$ cat src/rtl/core/sqp_pkg.sv
// Shared constants, codes and controller/datapath interface types for the
// sorted priority queue. No dependencies.
package sqp_pkg;

  // Queue size and priority width
  localparam int CAPACITY      = 16;
  localparam int PRIORITY_BITS = 8;
  localparam int PRIO_W        = (PRIORITY_BITS < 8) ? PRIORITY_BITS : 8;
  localparam int CNT_W         = $clog2(CAPACITY + 1);
  localparam int VALUE_W       = 32;

  // Command codes
  localparam logic [1:0] OP_ENQ  = 2'd0;
  localparam logic [1:0] OP_DEQ  = 2'd1;
  localparam logic [1:0] OP_PEEK = 2'd2;

  // Result status codes
  localparam logic [1:0] ST_OK    = 2'd0;
  localparam logic [1:0] ST_EMPTY = 2'd1;
  localparam logic [1:0] ST_FULL  = 2'd2;

  // Commands from controller to datapath
  typedef struct packed {
    logic       load_req;    // latch the incoming request
    logic       capture_cmp; // register the priority compare vector
    logic       do_insert;   // shift entries back and insert
    logic       do_remove;   // shift entries forward, drop the front
    logic       load_result; // load the result register
    logic       show_front;  // report the front entry in the result
    logic [1:0] status;
  } sqp_ctrl_t;

  // Status from datapath to controller
  typedef struct packed {
    logic [1:0] op;
    logic       full;
    logic       empty;
  } sqp_stat_t;

endpackage

$ cat src/rtl/core/sqp_datapath.sv
// Entry store, insertion compare/shift row and result register of the
// sorted priority queue. Depends on sqp_pkg.
module sqp_datapath (
  input  logic                          clk_i,
  input  logic                          rst_ni,
  input  sqp_pkg::sqp_ctrl_t            ctrl_i,
  output sqp_pkg::sqp_stat_t            stat_o,
  input  logic [1:0]                    cmd_i,
  input  logic [sqp_pkg::VALUE_W-1:0]   item_value_i,
  input  logic [7:0]                    item_priority_i,
  output logic [1:0]                    status_o,
  output logic [sqp_pkg::VALUE_W-1:0]   front_value_o,
  output logic [7:0]                    front_priority_o,
  output logic                          is_empty_o,
  output logic [sqp_pkg::CNT_W-1:0]     occupancy_o
);
  import sqp_pkg::*;

  logic [VALUE_W-1:0] val_q [CAPACITY];
  logic [VALUE_W-1:0] val_d [CAPACITY];
  logic [PRIO_W-1:0]  pri_q [CAPACITY];
  logic [PRIO_W-1:0]  pri_d [CAPACITY];
  logic [CNT_W-1:0]   count_q, count_d;
  logic [CAPACITY-1:0] ge_q, ge_d;

  logic [1:0]         op_q;
  logic [VALUE_W-1:0] req_val_q;
  logic [PRIO_W-1:0]  req_pri_q;

  logic [1:0]         res_status_q;
  logic [VALUE_W-1:0] res_val_q;
  logic [7:0]         res_pri_q, res_pri_d;
  logic               res_empty_q;
  logic [CNT_W-1:0]   res_count_q;

  // Latch the request
  always_ff @(posedge clk_i) begin
    if (ctrl_i.load_req) begin
      op_q      <= cmd_i;
      req_val_q <= item_value_i;
      req_pri_q <= item_priority_i[PRIO_W-1:0];
    end
  end

  // Compare every live entry against the request priority
  always_comb begin
    for (int k = 0; k < CAPACITY; k++) begin
      ge_d[k] = (CNT_W'(k) < count_q) && (pri_q[k] >= req_pri_q);
    end
  end

  always_ff @(posedge clk_i) begin
    if (ctrl_i.capture_cmp) begin
      ge_q <= ge_d;
    end
  end

  // Shift row: insert behind the equal-or-higher prefix, or drop the front
  always_comb begin
    for (int k = 0; k < CAPACITY; k++) begin
      val_d[k] = val_q[k];
      pri_d[k] = pri_q[k];
    end
    count_d = count_q;
    if (ctrl_i.do_insert) begin
      // front slot takes the request when no entry ranks ahead of it
      if (!ge_q[0]) begin
        val_d[0] = req_val_q;
        pri_d[0] = req_pri_q;
      end
      for (int k = 1; k < CAPACITY; k++) begin
        if (!ge_q[k]) begin
          if (ge_q[k-1]) begin
            val_d[k] = req_val_q;
            pri_d[k] = req_pri_q;
          end else begin
            val_d[k] = val_q[k-1];
            pri_d[k] = pri_q[k-1];
          end
        end
      end
      count_d = count_q + CNT_W'(1);
    end else if (ctrl_i.do_remove) begin
      for (int k = 0; k < CAPACITY - 1; k++) begin
        val_d[k] = val_q[k+1];
        pri_d[k] = pri_q[k+1];
      end
      count_d = count_q - CNT_W'(1);
    end
  end

  always_ff @(posedge clk_i) begin
    for (int k = 0; k < CAPACITY; k++) begin
      val_q[k] <= val_d[k];
      pri_q[k] <= pri_d[k];
    end
  end

  always_ff @(posedge clk_i or negedge rst_ni) begin
    if (!rst_ni) begin
      count_q <= '0;
    end else begin
      count_q <= count_d;
    end
  end

  // Result register
  always_comb begin
    res_pri_d = '0;
    res_pri_d[PRIO_W-1:0] = pri_q[0];
  end

  always_ff @(posedge clk_i) begin
    if (ctrl_i.load_result) begin
      res_status_q <= ctrl_i.status;
      res_val_q    <= ctrl_i.show_front ? val_q[0] : '0;
      res_pri_q    <= ctrl_i.show_front ? res_pri_d : '0;
      res_empty_q  <= (count_d == '0);
      res_count_q  <= count_d;
    end
  end

  assign stat_o.op    = op_q;
  assign stat_o.full  = (count_q >= CNT_W'(CAPACITY));
  assign stat_o.empty = (count_q == '0);

  assign status_o         = res_status_q;
  assign front_value_o    = res_val_q;
  assign front_priority_o = res_pri_q;
  assign is_empty_o       = res_empty_q;
  assign occupancy_o      = res_count_q;

endmodule

$ cat src/rtl/core/sqp_ctrl.sv
// Sequencing state machine and handshake control of the sorted priority
// queue. Depends on sqp_pkg.
module sqp_ctrl (
  input  logic               clk_i,
  input  logic               rst_ni,
  input  logic               in_valid_i,
  output logic               in_ready_o,
  output logic               out_valid_o,
  input  logic               out_ready_i,
  input  sqp_pkg::sqp_stat_t stat_i,
  output sqp_pkg::sqp_ctrl_t ctrl_o
);
  import sqp_pkg::*;

  localparam logic [1:0] S_IDLE = 2'd0;
  localparam logic [1:0] S_CMP  = 2'd1;
  localparam logic [1:0] S_EXEC = 2'd2;

  logic [1:0] state_q, state_d;
  logic       out_valid_q, out_valid_d;
  logic       exec_go;
  logic       accept;

  // Finish a request once the result register is free
  assign exec_go    = (state_q == S_EXEC) && (!out_valid_q || out_ready_i);
  assign in_ready_o = (state_q == S_IDLE) || exec_go;
  assign accept     = in_valid_i && in_ready_o;

  // Advance the sequence
  always_comb begin
    state_d = state_q;
    unique case (state_q)
      S_IDLE: begin
        if (accept) state_d = S_CMP;
      end
      S_CMP: begin
        state_d = S_EXEC;
      end
      S_EXEC: begin
        if (accept) state_d = S_CMP;
        else if (exec_go) state_d = S_IDLE;
      end
      default: begin
        state_d = S_IDLE;
      end
    endcase
  end

  // Decode the latched request into datapath actions
  always_comb begin
    ctrl_o             = '0;
    ctrl_o.load_req    = accept;
    ctrl_o.capture_cmp = (state_q == S_CMP);
    ctrl_o.load_result = exec_go;
    ctrl_o.status      = ST_OK;
    if (exec_go) begin
      unique case (stat_i.op)
        OP_ENQ: begin
          if (stat_i.full) ctrl_o.status = ST_FULL;
          else ctrl_o.do_insert = 1'b1;
        end
        OP_DEQ: begin
          if (stat_i.empty) begin
            ctrl_o.status = ST_EMPTY;
          end else begin
            ctrl_o.do_remove  = 1'b1;
            ctrl_o.show_front = 1'b1;
          end
        end
        OP_PEEK: begin
          if (stat_i.empty) ctrl_o.status = ST_EMPTY;
          else ctrl_o.show_front = 1'b1;
        end
        default: begin
          ctrl_o.status = ST_OK;
        end
      endcase
    end
  end

  // Hold the result until it is taken
  always_comb begin
    out_valid_d = out_valid_q;
    if (exec_go) out_valid_d = 1'b1;
    else if (out_ready_i) out_valid_d = 1'b0;
  end

  always_ff @(posedge clk_i or negedge rst_ni) begin
    if (!rst_ni) begin
      state_q     <= S_IDLE;
      out_valid_q <= 1'b0;
    end else begin
      state_q     <= state_d;
      out_valid_q <= out_valid_d;
    end
  end

  assign out_valid_o = out_valid_q;

endmodule

$ cat src/rtl/core/sorted_priority_queue.sv
// Top level of the sorted priority queue: controller plus datapath.
// Depends on sqp_pkg, sqp_ctrl and sqp_datapath.
//
//   channel  handshake               payload
//   in       in_valid_i/in_ready_o   cmd_i, item_value_i, item_priority_i
//   out      out_valid_o/out_ready_i status_o, front_value_o, front_priority_o,
//                                    is_empty_o, occupancy_o
//
// Each request first registers the priority compare over all entries, then
// shifts the entry row and loads the result register. A new request is taken
// in the cycle that finishes the previous one, as long as results are taken.
// While a result is still waiting, the request in hand holds in its final
// cycle and no further request is taken; an idle queue still takes one.
// Reset empties the queue; entry contents are not cleared.
module sorted_priority_queue (
  input  logic                        clk_i,
  input  logic                        rst_ni,
  input  logic                        in_valid_i,
  output logic                        in_ready_o,
  input  logic [1:0]                  cmd_i,
  input  logic [sqp_pkg::VALUE_W-1:0] item_value_i,
  input  logic [7:0]                  item_priority_i,
  output logic                        out_valid_o,
  input  logic                        out_ready_i,
  output logic [1:0]                  status_o,
  output logic [sqp_pkg::VALUE_W-1:0] front_value_o,
  output logic [7:0]                  front_priority_o,
  output logic                        is_empty_o,
  output logic [sqp_pkg::CNT_W-1:0]   occupancy_o
);
  import sqp_pkg::*;

  sqp_ctrl_t ctrl;
  sqp_stat_t stat;

  sqp_ctrl u_ctrl (
    .clk_i       (clk_i),
    .rst_ni      (rst_ni),
    .in_valid_i  (in_valid_i),
    .in_ready_o  (in_ready_o),
    .out_valid_o (out_valid_o),
    .out_ready_i (out_ready_i),
    .stat_i      (stat),
    .ctrl_o      (ctrl)
  );

  sqp_datapath u_datapath (
    .clk_i            (clk_i),
    .rst_ni           (rst_ni),
    .ctrl_i           (ctrl),
    .stat_o           (stat),
    .cmd_i            (cmd_i),
    .item_value_i     (item_value_i),
    .item_priority_i  (item_priority_i),
    .status_o         (status_o),
    .front_value_o    (front_value_o),
    .front_priority_o (front_priority_o),
    .is_empty_o       (is_empty_o),
    .occupancy_o      (occupancy_o)
  );

endmodule

$ cat config.mk
export PLATFORM = sky130hd
export DESIGN_NAME = sorted_priority_queue
export DESIGN_NICKNAME = d
export VERILOG_FILES = /design/src/rtl/core/sqp_pkg.sv /design/src/rtl/core/sqp_datapath.sv /design/src/rtl/core/sqp_ctrl.sv /design/src/rtl/core/sorted_priority_queue.sv
export SDC_FILE = /design/constraint.sdc
export NUM_CORES = 1
export LEC_CHECK = 0
export BUFFER_PORTS_ARGS = -buffer_cell sky130_fd_sc_hd__buf_2
export CORE_MARGIN = 2
export CORE_UTILIZATION = 59
export CTS_BUF_LIST = sky130_fd_sc_hd__clkbuf_8
export DETAILED_ROUTE_END_ITERATION = 10
export MAX_ROUTING_LAYER = met4
export PLACE_DENSITY_LB_ADDON = 0.08
export SKIP_LAST_GASP = 1
export SLEW_MARGIN = 20
export SYNTH_ARGS = -nofsm -noshare
export SYNTH_HDL_FRONTEND = slang
export SYNTH_SLANG_ARGS = --single-unit
$ cat constraint.sdc
create_clock -name clk_i -period 3.7 [get_ports clk_i]
set_input_delay 1.11 -clock clk_i [delete_from_list [all_inputs] [get_ports clk_i]]
set_output_delay 1.11 -clock clk_i [all_outputs]
set_load 0.05 [all_outputs]
==> results, run 1 <==
- For this run, the leading register cell type out of synthesis is sky130_fd_sc_hd__edfxtp_1.
- The count of TritonRoute iterations in the first routing pass is 8.
- The slew at the pin closest to its max-slew limit is 0.884 ns.
- The number of hold violations in the final report is 0.
- TritonCTS built the clock tree.
- The detailed router finished its first iteration with 1,849 violations.
- The final global-route overflow total is 0.
- The sequential standard cell area is 22,600 µm².
- The number of synthesized register bits is 754.
- The end of the critical path is in_ready_o.
- The x dimension of the die is 261 µm.
- The initial cell density of the core is 0.594.
- The number of buffers added by the clock tree synthesis step is 132.
- The global routing usage summed across all routing layers is 0.289.
- Entering global routing, the biggest net connects 112 pins.
- The worst relative slew slack is 0.410.
- Synthesis produced 3,285 cells.
- The area taken by multi-input logic gates is 15,000 µm².
- The deepest level of the CTS H-tree is 4.
- Detailed placement ended at an HPWL of 63,800 µm.
- The final layout contains 3,524 nets.
- The clock-pin slew on the worst setup and hold paths is 0.06 ns.
- The maximum clock skew at final layout is 0.0224 ns.
- In this run, synthesis inferred 746 flip-flops with an integrated enable.
- The ratio of routed vias to standard cells is 6.02.
- The insertion delay of the later-clocked pin in the worst-skew pair is 0.78 ns.
- Summed over all layers, the routed wires come to 95,500 µm.
- The number of hold buffers added after cts is 0.
- The count of synthesis-stage warnings from yosys is 0.
- Summing internal, switching and leakage power gives 20.5 mW.
- The net count after synthesis is 3,466.
- For this design the ratio of total power to cell area is 481 nW/µm².
- After synthesis the cells add up to 39,000 µm².
- The worst reg2reg path startpoint is u_datapath.count_q[4].
- The final RePlAce weighted congestion is 0.894.
- Each instance of the synthesized netlist takes up on average 11.9 µm².
- The placeable core area is 65,600 µm².
- The required time at the endpoint of the critical path is 2.59 ns.
- The final-report max-slew violation count is 0.
- STA classifies the critical path startpoint as a flip-flop.
- The terminus of the critical flop-to-flop path is u_datapath.val_q[1][121].
- The startpoint of the most critical setup path is u_ctrl.out_valid_o.
- The setup path with the least slack is of type reg2out.
- The number of global-route vias before repair was 26,993.
- The first-pass GRT wire length is 148,000 µm.
- The number of antenna-violating nets in the routed design is 0.
- VDD sags by at most 0.341 mV.
- Data arrives at the worst endpoint at 1.81 ns.
- For the worst flop-to-flop path, the logic depth is 4.
- In this run the register-to-register setup slack is 0.82 ns.
- The number of antenna violations at the first check in global routing is 1.
- Setup violations remaining at the end of the flow were counted as 0.
- The fraction of registers with async set or reset after synthesis is 0.0106.
- Of the cells placed in the final design, the portion with a size suffix greater than 1 is 0.119.
- The quantity of I/O buffers inserted on ports is 95.
- Gates resized during post-CTS repair numbered 0.
- After clock tree synthesis, the setup repair step added 0 buffers.
- The number of top-level pins is 96.
- The height of the die is 261 µm.
- The reported max-cap violation count is 0.
- The static leakage is 17.6 nW.
- The total via count after detailed routing is 25,967.
- Static timing analysis puts the maximum clock frequency at 0.343 GHz.
- The area growth from synthesis to layout is 9.33%.
- STA classifies the critical path endpoint as an output port.
- Counting along the longest clock path gives a buffer depth of 3.
- The placement row count is 94.
- The fraction of the cycle the final worst path needs is 0.789.
- The floorplan die area is 68,200 µm².
- In this run the worst path has a maximum fanout of 3.
- The remaining routing DRC violations is 0.
- The clock net sink count is 754.
- For the final routed database, the setup TNS stands at 0 ns.
- Of the synthesized area, sequential elements account for 0.580.
- The run finished with clean final reports.
- Counting the fill cells in the layout gives 5,076.
- Counting I/O delays and the setup requirement, the final critical path takes 2.92 ns.
- The mean routed wirelength per cell is 22.1 µm.
- Setup repair after global routing left no endpoint under its margin.
- The root buffer cell chosen for the clock tree is sky130_fd_sc_hd__clkbuf_8.
- The path class of the tightest hold or removal check is in2async.
- The number of different library cells used by synthesis comes to 51.
==> worst max-delay path, stage by stage, from the launching register on <==
cell and delay (ns):
sky130_fd_sc_hd__dfrtp_1 0.39, sky130_fd_sc_hd__nor2b_1 0.13, sky130_fd_sc_hd__a21oi_1 0.21, sky130_fd_sc_hd__buf_2 0.30
==> cells in the mapped netlist (all sizes together) (11+ instances only) <==
library cell / instances / area share
inv: 30 / 0.0030
a211oi: 23 / 0.0044
a31oi: 11 / 0.0018
o211ai: 11 / 0.0021
o21ai: 596 / 0.077
mux2i: 560 / 0.14
and2: 42 / 0.0067
mux2: 39 / 0.011
nand2: 687 / 0.066
a21oi: 15 / 0.0020
buf: 78 / 0.020
ha: 135 / 0.043
clkbuf: 182 / 0.018
nor2b: 14 / 0.0022
a21o: 23 / 0.0044
nand2b: 21 / 0.0034
edfxtp: 746 / 0.57
==> report_power, final <==
group / total (mW) / leakage, nW / internal, mW / switching [mW]
combinational: 3.07 / 9.35 / 1.17 / 1.90
sequential: 10.4 / 6.90 / 9.97 / 0.473
clock: 6.97 / 1.35 / 3.48 / 3.49
total: 20.5 / 17.6 / 14.6 / 5.87
==> cell usage in the layout, fill, tap and decap left out, types with 3 or more instances in the layout <==
master and n:
sky130_fd_sc_hd__o221a_2 3, sky130_fd_sc_hd__o21ai_4 15, sky130_fd_sc_hd__o211ai_1 11, sky130_fd_sc_hd__and3_1 10, sky130_fd_sc_hd__a21o_1 23, sky130_fd_sc_hd__nand2_1 686, sky130_fd_sc_hd__a21oi_1 14, sky130_fd_sc_hd__diode_2 3
sky130_fd_sc_hd__o22ai_1 6, sky130_fd_sc_hd__a31oi_1 11, sky130_fd_sc_hd__mux2_2 39, sky130_fd_sc_hd__edfxtp_1 746, sky130_fd_sc_hd__buf_12 26, sky130_fd_sc_hd__inv_6 3, sky130_fd_sc_hd__mux2i_1 560, sky130_fd_sc_hd__clkbuf_8 136
sky130_fd_sc_hd__clkinvlp_4 9, sky130_fd_sc_hd__o2111ai_1 6, sky130_fd_sc_hd__nand2b_1 21, sky130_fd_sc_hd__nor2_1 7, sky130_fd_sc_hd__o21ai_0 300, sky130_fd_sc_hd__nor2b_1 14, sky130_fd_sc_hd__and2_1 41, sky130_fd_sc_hd__inv_1 80
sky130_fd_sc_hd__a211oi_1 23, sky130_fd_sc_hd__clkinv_2 8, sky130_fd_sc_hd__buf_2 95, sky130_fd_sc_hd__buf_4 63, sky130_fd_sc_hd__dfrtp_1 8, sky130_fd_sc_hd__clkinv_1 28, sky130_fd_sc_hd__o21ai_1 281, sky130_fd_sc_hd__ha_1 135
sky130_fd_sc_hd__nor3_1 5
==> sequential cells by signal, summed over array words and instances (netlist names) <==
name,count
u_ctrl.out_valid_o,1
u_ctrl.state_q,2
u_datapath.count_q,5
u_datapath.front_priority_o,8
u_datapath.front_value_o,32
u_datapath.ge_q,16
u_datapath.is_empty_o,1
u_datapath.occupancy_o,5
u_datapath.op_q,2
u_datapath.pri_q,128
u_datapath.req_pri_q,8
u_datapath.req_val_q,32
u_datapath.status_o,2
u_datapath.val_q,512
==> stage by stage <==
| stage | instances | setup slack [ns] | hold WS, ns | area [µm²] | util |
|---|---|---|---|---|---|
| finish | 4312 | 0.780 | 0.171 | 42600 | 0.649 |
| global route | 4312 | 0.653 | 0.141 | 42600 | 0.649 |
| CTS | 4309 | 0.711 | 0.116 | 42600 | 0.649 |
| detailed placement | 4073 | 0.190 | 0.516 | 40300 | 0.614 |
| global placement | 4073 | 0.248 | 0.506 | 40300 | 0.614 |
| floorplan | 3285 | -0.286 | 0.496 | 39100 | - |
==> kinds of logic (layout without fill, tap and decap cells) <==
logic type / after synthesis / in the layout / synth area share
fa+ha+maj: 135 / 135 / 0.0433
buf+inv: 290 / 450 / 0.0401
xor+xnor: 3 / 3 / 0.000867
flops: 754 / 754 / 0.580
compound gates: 703 / 703 / 0.0964
mux: 599 / 599 / 0.155
simple gates: 801 / 801 / 0.0845
other cells: 0 / 3 / 0
==> area by class of cell <==
cell class | instances | share of cell area
flip-flops and latches | 754 | 0.530
multi-input cells | 2241 | 0.352
clock buffers | 136 | 0.0439
repair buffers | 184 | 0.0345
well taps | 864 | 0.0254
clock inverters | 100 | 0.0108
inverters | 30 | 0.00270
diodes | 3 | 0.000176
==> metal layers <==
metal,routed length (µm),vias to the layer above,track usage
met4,2480,0,0.0994
li1,-,12154,-
met5,0,-,-
met2,48800,668,0.494
met1,40100,12979,0.351
met3,4020,166,0.0434
==> worst min-delay path by stage <==
| stage | start | end | cells past startpoint |
|---|---|---|---|
| 6_report | rst_ni | u_ctrl.out_valid_o | 1 |
| 5_1_grt | rst_ni | u_ctrl.state_q[1] | 1 |
| 4_1_cts | rst_ni | u_ctrl.state_q[0] | 1 |
| 3_5_place_dp | u_datapath.val_q[1][229] | u_datapath.val_q[1][197] | 2 |
| 3_3_place_gp | u_datapath.val_q[1][243] | u_datapath.val_q[1][211] | 2 |
| 2_1_floorplan | u_datapath.val_q[1][227] | u_datapath.val_q[1][195] | 2 |
Power figures use the tool's default switching activity.
==> run 2, diff against run 1 <==
Settings changed: CORE_UTILIZATION 59 to 65.
Clock period 3.7 ns to 2.7 ns, I/O delays scaled along.
==> run 2 against run 1 <==
Global-route usage up 1.5 points. Flip-flop and latch count is the same. Largest cell class unchanged. Via count rose by 1.4%. Highest routed layer unchanged. Sequential share of layout area fell by 0.60 points. Critical path type unchanged. Clock power grew 24%. Critical endpoint unchanged. Total power increased by 34%. Hold slack better by 0.084 ns.
==> results, run 2 (synthesized netlist as in run 1, its figures left out) <==
- After the first detailed-routing iteration, the DRC count stood at 1,892.
- The root buffer cell is sky130_fd_sc_hd__clkbuf_8.
- The number of filler cells placed in the layout is 4,119.
- For the worst setup path, the data arrival time is 1.72 ns.
- At the end of routability-driven placement, the weighted congestion stood at 0.877.
- The sequential standard cell area is 22,600 µm².
- The register with the most flip-flops in the layout has 512 of them.
- Grouping stages by cell kind, the critical path spends the most delay in flip-flops.
- The signal on the critical path passes through nor2b_1, a21oi_2, buf_2.
- The power per unit of standard cell area is 636 nW/µm².
- The required time at the endpoint of the critical path is 1.89 ns.
- The total via count after detailed routing is 26,339.
- The global routing usage summed across all routing layers is 0.304.
- The maximum number of pins on one net before global-route repair is 89.
- The total negative slack is 0 ns.
- The number of antenna violations at the first check in global routing is 1.
- The number of top-level pins is 96.
- The total power is 27.4 mW.
- Along the worst path, the maximum fanout reaches 3.
- The floorplan has 89 rows.
- The mean routed wirelength per cell is 21.8 µm.
- In the final layout, the share of cells above drive strength 1 is 0.129.
- In this design, the stage delay of the slowest critical-path cell is 0.41 ns.
- The maximum vdd ir drop is 0.489 mV.
- Across the routed clock network, the largest skew measured is 0.0239 ns.
- The largest registers in the layout are u_datapath.val_q x512, u_datapath.pri_q x128.
- The critical path buffer and inverter count is 1.
- The final instance area is 43,100 µm².
- The clock net sink count is 754.
- The number of setup buffers added after CTS is 0.
- The placed instances occupy a cell area of 41,100 µm².
- At the pin with the least slew margin, the transition time is 1.05 ns.
- Dividing the detail-routed via count by the number of cells gives 6.19.
- Summed over all layers, the routed wires come to 92,500 µm.
- The worst relative slew slack is 0.299.
- The total number of nets in the final design is 3,572.
- The initial cell density of the core is 0.659.
- The worst setup path is captured at an output port.
- Setup repair after global routing left no endpoint under its margin.
- The tool flagged a number of max-cap violations equal to 0.
- Summing all multi-input logic gate instances after layout gives 15,000 µm².
- In this run, CTS created clock tree buffers numbering 118.
- The later pin in the worst-skew pair is clocked with a latency of 0.73 ns.
- The run finished with clean final reports.
- The slowest cell on the critical path is sky130_fd_sc_hd__dfrtp_1.
- The x dimension of the die is 249 µm.
- In the layout the commonest cells are 746 x sky130_fd_sc_hd__edfxtp_1, 686 x sky130_fd_sc_hd__nand2_1, 560 x sky130_fd_sc_hd__mux2i_1.
- The count of TritonRoute iterations in the first routing pass is 7.
- The first global-routing pass estimated 146,000 µm of wire.
- The placeable core area is 59,100 µm².
- The most common cell after layout, fill and taps aside is sky130_fd_sc_hd__edfxtp_1.
- The number of hold violations in the final report is 0.
- The path category of the worst min-delay check is in2reg.
- The clock passes through at most 3 buffers.
- The TritonCTS clock tree is done.
- The floorplan die area is 62,000 µm².
- The register with the most flip-flops is u_datapath.val_q.
- The number of global-route vias before repair came to 27,453.
- The fraction of the cycle the final worst path needs is 0.935.
- In the routed design, unresolved DRC markers number 0.
- The height of the die is 249 µm.
- Detailed placement finished with a half-perimeter wire length of 63,900 µm.
- After clock tree synthesis, the clock-pin slew on the worst setup and hold paths is 0.06 ns.
- Timing would allow up to 0.396 GHz.
- The deepest level of the CTS H-tree is 3.
- Input and output buffers added on the ports amount to 95.
- The number of antenna-violating nets in the routed design is 0.
- For this design the static power due to leakage is 18.0 nW.
- Relative to the synthesized area, the layout overhead comes to 10.6%.
- The number of endpoints failing setup at the final stage is 0.
- The kind of critical path is reg2out.
- For this run the aggregate overflow at the end of global routing stands at 0.
- The final-report max-slew violation count came to 0.
- The post-layout minimum cycle time is 2.53 ns.
- The worst setup path is launched from a flip-flop.
==> run 2: path summary, 6_finish.rpt <==
check                                    startpoint                       end  slack [ns]  depth (start not counted)
max                              u_ctrl.out_valid_o                in_ready_o        0.17                          3
min                              item_priority_i[7]   u_datapath.req_pri_q[7]        0.26                          1
max reg2reg                   u_datapath.count_q[0]   u_datapath.val_q[1][44]        0.32                          8
min reg2reg                u_datapath.val_q[1][236]  u_datapath.val_q[1][204]        0.53                          2
max in group asynchronous                    rst_ni     u_datapath.count_q[2]        2.04                          2
min in group asynchronous                    rst_ni     u_datapath.count_q[1]        0.46                          2
==> run 2: final cells by class <==
class | count | share of cell area
clock inverters | 88 | 0.00917
flip-flops and latches | 754 | 0.524
clock buffers | 119 | 0.0380
repair buffers | 246 | 0.0547
diodes | 1 | 0.0000580
well taps | 773 | 0.0224
inverters | 30 | 0.00299
multi-input cells | 2241 | 0.348
==> run 2: per-stage QoR <==
step / instances / setup slack (ns) / hold slack, ns / util
floorplan: 3285 / -0.328 / 0.496 / -
global placement: 4042 / 0.133 / 0.502 / 0.694
detailed placement: 4042 / 0.0943 / 0.517 / 0.694
CTS: 4250 / 0.104 / 0.192 / 0.729
global route: 4252 / 0.0876 / 0.216 / 0.729
finish: 4252 / 0.175 / 0.256 / 0.729
==> run 2: report_power, final <==
| part | switching, mW | internal (mW) | leakage, nW | total [mW] |
|---|---|---|---|---|
| clock network | 4.49 | 4.17 | 1.26 | 8.66 |
| logic | 2.70 | 1.83 | 9.80 | 4.53 |
| registers | 0.591 | 13.7 | 6.90 | 14.2 |
==> run 2: metal layers <==
layer	global-route usage	vias up	wire length, µm	share of wire
li1	-	12253	-	-
met1	0.368	13176	38000	0.41
met2	0.528	727	48000	0.52
met3	0.0386	183	4080	0.044
met4	0.103	0	2390	0.026
met5	-	-	0	0
==> run 2: repair_timing <==
| action | CTS | global route |
|---|---|---|
| resized for setup | 0 | 0 |
| endpoints found under the hold margin | 8 | 0 |
| hold buffers | 1 | 0 |
